[config.mk]
export PLATFORM = sky130hd
export DESIGN_NAME = ltc_scan
export DESIGN_NICKNAME = d
export VERILOG_FILES = /design/src/rtl/ltc_pkg.sv /design/src/rtl/ltc_scan.sv
export SDC_FILE = /design/constraint.sdc
export NUM_CORES = 1
export LEC_CHECK = 0
export ABC_CLOCK_PERIOD_IN_PS = 10400
export BUFFER_PORTS_ARGS = -buffer_cell sky130_fd_sc_hd__clkbuf_2
export CORE_MARGIN = 4
export CORE_UTILIZATION = 45
export DETAILED_ROUTE_END_ITERATION = 12
export PLACE_DENSITY = 0.8
export SYNTH_ARGS = -nofsm -noshare
export SYNTH_HDL_FRONTEND = slang
export SYNTH_SLANG_ARGS = --single-unit
[constraint.sdc]
create_clock -name clk -period 10.4 [get_ports clk]
set_clock_uncertainty 0.2 [all_clocks]
set_input_delay 2.08 -clock clk [delete_from_list [all_inputs] [get_ports clk]]
set_output_delay 2.08 -clock clk [all_outputs]
set_load 0.005 [all_outputs]
[src/rtl/ltc_pkg.sv]
`default_nettype none
package ltc_pkg;

  localparam int CACHE_ENTRIES = 128;
  localparam int IDX_W = $clog2(CACHE_ENTRIES);
  localparam int CNT_W = $clog2(CACHE_ENTRIES + 1);
  localparam int SLOT_W = 7;
  localparam int OCC_W = 8;
  localparam int COLOR_W = 32;
  localparam int WIDTH_W = 64;
  localparam int TAG_W = COLOR_W + WIDTH_W;
  localparam int STAMP_W = 64;

  typedef struct packed {
    logic [COLOR_W-1:0] color_key;
    logic [WIDTH_W-1:0] width_key;
  } req_t;

  typedef struct packed {
    logic              hit;
    logic [SLOT_W-1:0] slot;
    logic              evicted;
    logic [OCC_W-1:0]  occupancy;
  } rsp_t;

  typedef enum logic [1:0] {
    ST_IDLE,
    ST_SCAN,
    ST_DRAIN,
    ST_FINISH
  } state_t;

  typedef struct packed {
    logic             clear;
    logic             vld;
    logic [IDX_W-1:0] idx;
  } scan_ctl_t;

  typedef struct packed {
    logic             hit;
    logic [IDX_W-1:0] hit_idx;
    logic [IDX_W-1:0] min_idx;
  } scan_sts_t;

  function automatic logic [SLOT_W-1:0] to_slot(input logic [IDX_W-1:0] i);
    logic [31:0] w;
    w = 32'(i);
    return w[SLOT_W-1:0];
  endfunction

  function automatic logic [OCC_W-1:0] to_occ(input logic [CNT_W-1:0] c);
    logic [31:0] w;
    w = 32'(c);
    return w[OCC_W-1:0];
  endfunction

endpackage
`default_nettype wire

[src/rtl/ltc_scan.sv]
`default_nettype none
module ltc_scan
  import ltc_pkg::*;
(
  input  wire logic               clk,
  input  wire logic               rst,
  input  wire scan_ctl_t          ctl,
  input  wire logic [TAG_W-1:0]   key,
  input  wire logic [TAG_W-1:0]   tag_rd,
  input  wire logic [STAMP_W-1:0] stamp_rd,
  output scan_sts_t               sts
);

  logic               hit;
  logic               first;
  logic [IDX_W-1:0]   hit_idx;
  logic [IDX_W-1:0]   min_idx;
  logic [STAMP_W-1:0] best;

  // first match wins; strict less-than keeps the lowest slot on a tie
  always_ff @(posedge clk) begin
    if (rst) begin
      hit   <= 1'b0;
      first <= 1'b1;
    end else if (ctl.clear) begin
      hit   <= 1'b0;
      first <= 1'b1;
    end else if (ctl.vld) begin
      if (!hit && tag_rd == key) begin
        hit     <= 1'b1;
        hit_idx <= ctl.idx;
      end
      if (first || stamp_rd < best) begin
        best    <= stamp_rd;
        min_idx <= ctl.idx;
        first   <= 1'b0;
      end
    end
  end

  assign sts.hit     = hit;
  assign sts.hit_idx = hit_idx;
  assign sts.min_idx = min_idx;

endmodule
`default_nettype wire

==> out/metrics.cfg <==
[synth]
synth.cell_area_um2 = 5220
ys_ff_latch = 80
seq_area_frac_synth_pct = 45.64
synthArstFlopShare_pct = 0
yosysWarnings = 0
synth-edff-count = 78
ys_types = 40
syn_nets = 828
post_synth.cell_area_avg_um2 = 10.48
syn_inst = 498
synthFlopType = edfxtp_1

[placed_design]
detailed_place_hpwl_mm = 14.02
place.gp.congestion = 0.9919
dp.cells = 922
io_buffers = 281

[cts]
clock_sinks = 80
clk_pin_slew_ps = 60
postCtsHoldBufs = 0
post_cts_buffers = 0
htreeDepth = 3
clock_latency_ps = 330
cts_buffer_depth = 2
cts_tree = done
clockRootBuffer = clkbuf_16
post_cts_resized = 0
numCtsBuffers = 9

[critical_path]
end_kind = register
critical_path_required_ps = 10180
cp-start-kind = input pin
worst-setup-path-type = input pin to register
ff2ff_path_depth = 9
path_max_fanout = 37
arrival_ps = 4850
reg2reg_slack_ps = 6810

[global_routing]
grt_pass1_vias = 4919
gr-total-overflow = 0
antenna_found_initial = 0
grt_pass1_wl_mm = 24.07
grt.total_usage_pct = 23.63
grt_max_degree = 38

[route]
routed_wl_mm = 15.98
routedWlPerCell_um = 17.03
antenna_left = 0
viasPerCell = 5.100
dr_total_vias = 4784
dr.first_iter.drc_count = 254
drc = 0
drtPass1Iterations = 4

[sta]
setup_viol = 0
hold_viol_final = 0
rsz0062_at_grt = false
slew_viol_final = 0
fin_tns_setup_ps = 0
tightest_slew_ps = 876.9
min_period_ps = 5073
clock.fmax_mhz = 197.1
fin_crit_sh_pct = 48.77
relSlewSlack_pct = 41.54

[floorplanning]
die-width_um = 115.7
die_height_um = 115.7
coreArea_um2 = 11370
pin_count = 282
rows = 39
die_area_um2 = 13390
initial_core_util_pct = 45.91

[cells_and_area]
drive_gt1_share_pct = 37.48
final_nets = 1120
syn_to_final_growth_pct = 35.76
fin_cells = 938
n_antenna_cell = 0

[min_path]
hp-class = register to register
worstHoldPathCells = 2

[power]
p_leak_nw = 3.528
peakVddDrop_uv = 134.7
power.density_nw_per_um2 = 117.8

[job]
cap_violations = 0

[run_status]
status = complete, no violations

==> final timing paths <==
| path | start | endpoint |
|---|---|---|
| setup reg to reg | best[5] | best[62] |
| setup / recovery | stamp_rd[5] | best[62] |
| hold / removal | first | first |
| hold reg to reg | first | first |
==> metrics by stage <==
| stage | setup slack, ps | hold slack [ps] | util (%) | power [W] | area [um2] |
|---|---|---|---|---|---|
| floorplan | 4888 | 234.8 | - | 0.0004560 | 5220 |
| global placement | 5078 | 248.8 | 59.87 | 0.0005344 | 6807 |
| detailed placement | 4994 | 252.1 | 59.87 | 0.0005400 | 6807 |
| CTS | 5336 | 264.6 | 62.33 | 0.0008401 | 7087 |
| global route | 5189 | 293.3 | 62.33 | 0.0008743 | 7087 |
| finish | 5327 | 258.9 | 62.33 | 0.0008346 | 7087 |
==> flip-flops by register name (all words and copies together), names as in the netlist <==
register	flops
min_idx	7
first	1
best	64
hit	1
hit_idx	7
==> layer usage <==
layer  GRT usage [%]  vias up  part of all wire (%)
li1                -     2366                     -
met3           6.475       26                   8.1
met4           7.657        0                   2.5
met5               0        -                     0
met1           27.22     2217                    37
met2           42.59      175                    52
==> final cells by class <==
type,count,area (um2)
Fill cell,958,4283
Multi-Input combinational cell,318,2460
Sequential cell,80,2382
Timing Repair Buffer,282,1414
Inverter,99,371.6
Clock buffer,11,232.7
Tap cell,143,178.9
Clock inverter,5,47.55
==> Yosys cell counts (11+ instances only) <==
library cell	number	share of area, %
xnor2_1	31	5.2
xor2_1	25	4.2
nor2b_1	24	2.9
edfxtp_1	78	45
nand2_1	27	1.9
nor4_1	13	1.6
inv_1	97	7.0
o21ai_0	13	1.2
ha_1	63	15
a21oi_1	28	2.7
nor2_1	11	0.79
nand4_1	15	1.8
==> critical path, cell delays in order <==
cell	delay, ps
clkbuf_2	100
ha_1	310
a21o_1	160
a221o_1	340
a31oi_1	230
o211ai_1	170
a31oi_1	190
o21a_2	720
buf_4	540
==> where the power goes <==
| part | switching (W) | leakage, nW | internal [W] |
|---|---|---|---|
| clock | 0.000118 | 0.138 | 0.000183 |
| sequential | 0.00000337 | 0.737 | 0.000371 |
| combinational | 0.0000791 | 2.65 | 0.0000799 |
==> kinds of logic after synthesis <==
group	synth area share [%]
compound gates	11.03
xor+xnor	9.396
fa+ha+maj	15.10
buf+inv	7.263
flops	45.64
simple gates	11.58
==> cells in the final DEF (no fill, tap or decap), types with 2 or more instances in the layout <==
| cell | count |
|---|---|
| a31oi_1 | 3 |
| o2111ai_1 | 4 |
| or4_1 | 2 |
| clkinv_2 | 2 |
| ha_1 | 63 |
| a2111oi_0 | 5 |
| nand2_1 | 27 |
| and3_1 | 2 |
| a211oi_1 | 4 |
| a21oi_1 | 28 |
| edfxtp_1 | 78 |
| clkbuf_16 | 9 |
| o211ai_1 | 2 |
| xor2_1 | 25 |
| o21ai_1 | 2 |
| nand2b_1 | 4 |
| inv_1 | 97 |
| o22ai_1 | 10 |
| nand3_1 | 6 |
| nor2b_1 | 24 |
| dfxtp_1 | 2 |
| nand4_1 | 15 |
| clkbuf_1 | 2 |
| xnor2_1 | 31 |
| a221o_1 | 2 |
| nor4_1 | 13 |
| a221oi_1 | 4 |
| o21ai_0 | 13 |
| nor2_1 | 11 |
| and4_1 | 2 |
| clkinv_1 | 4 |
| o221ai_1 | 3 |
| nor3_1 | 3 |
| clkbuf_2 | 281 |
Power figures use the tool's default switching activity.
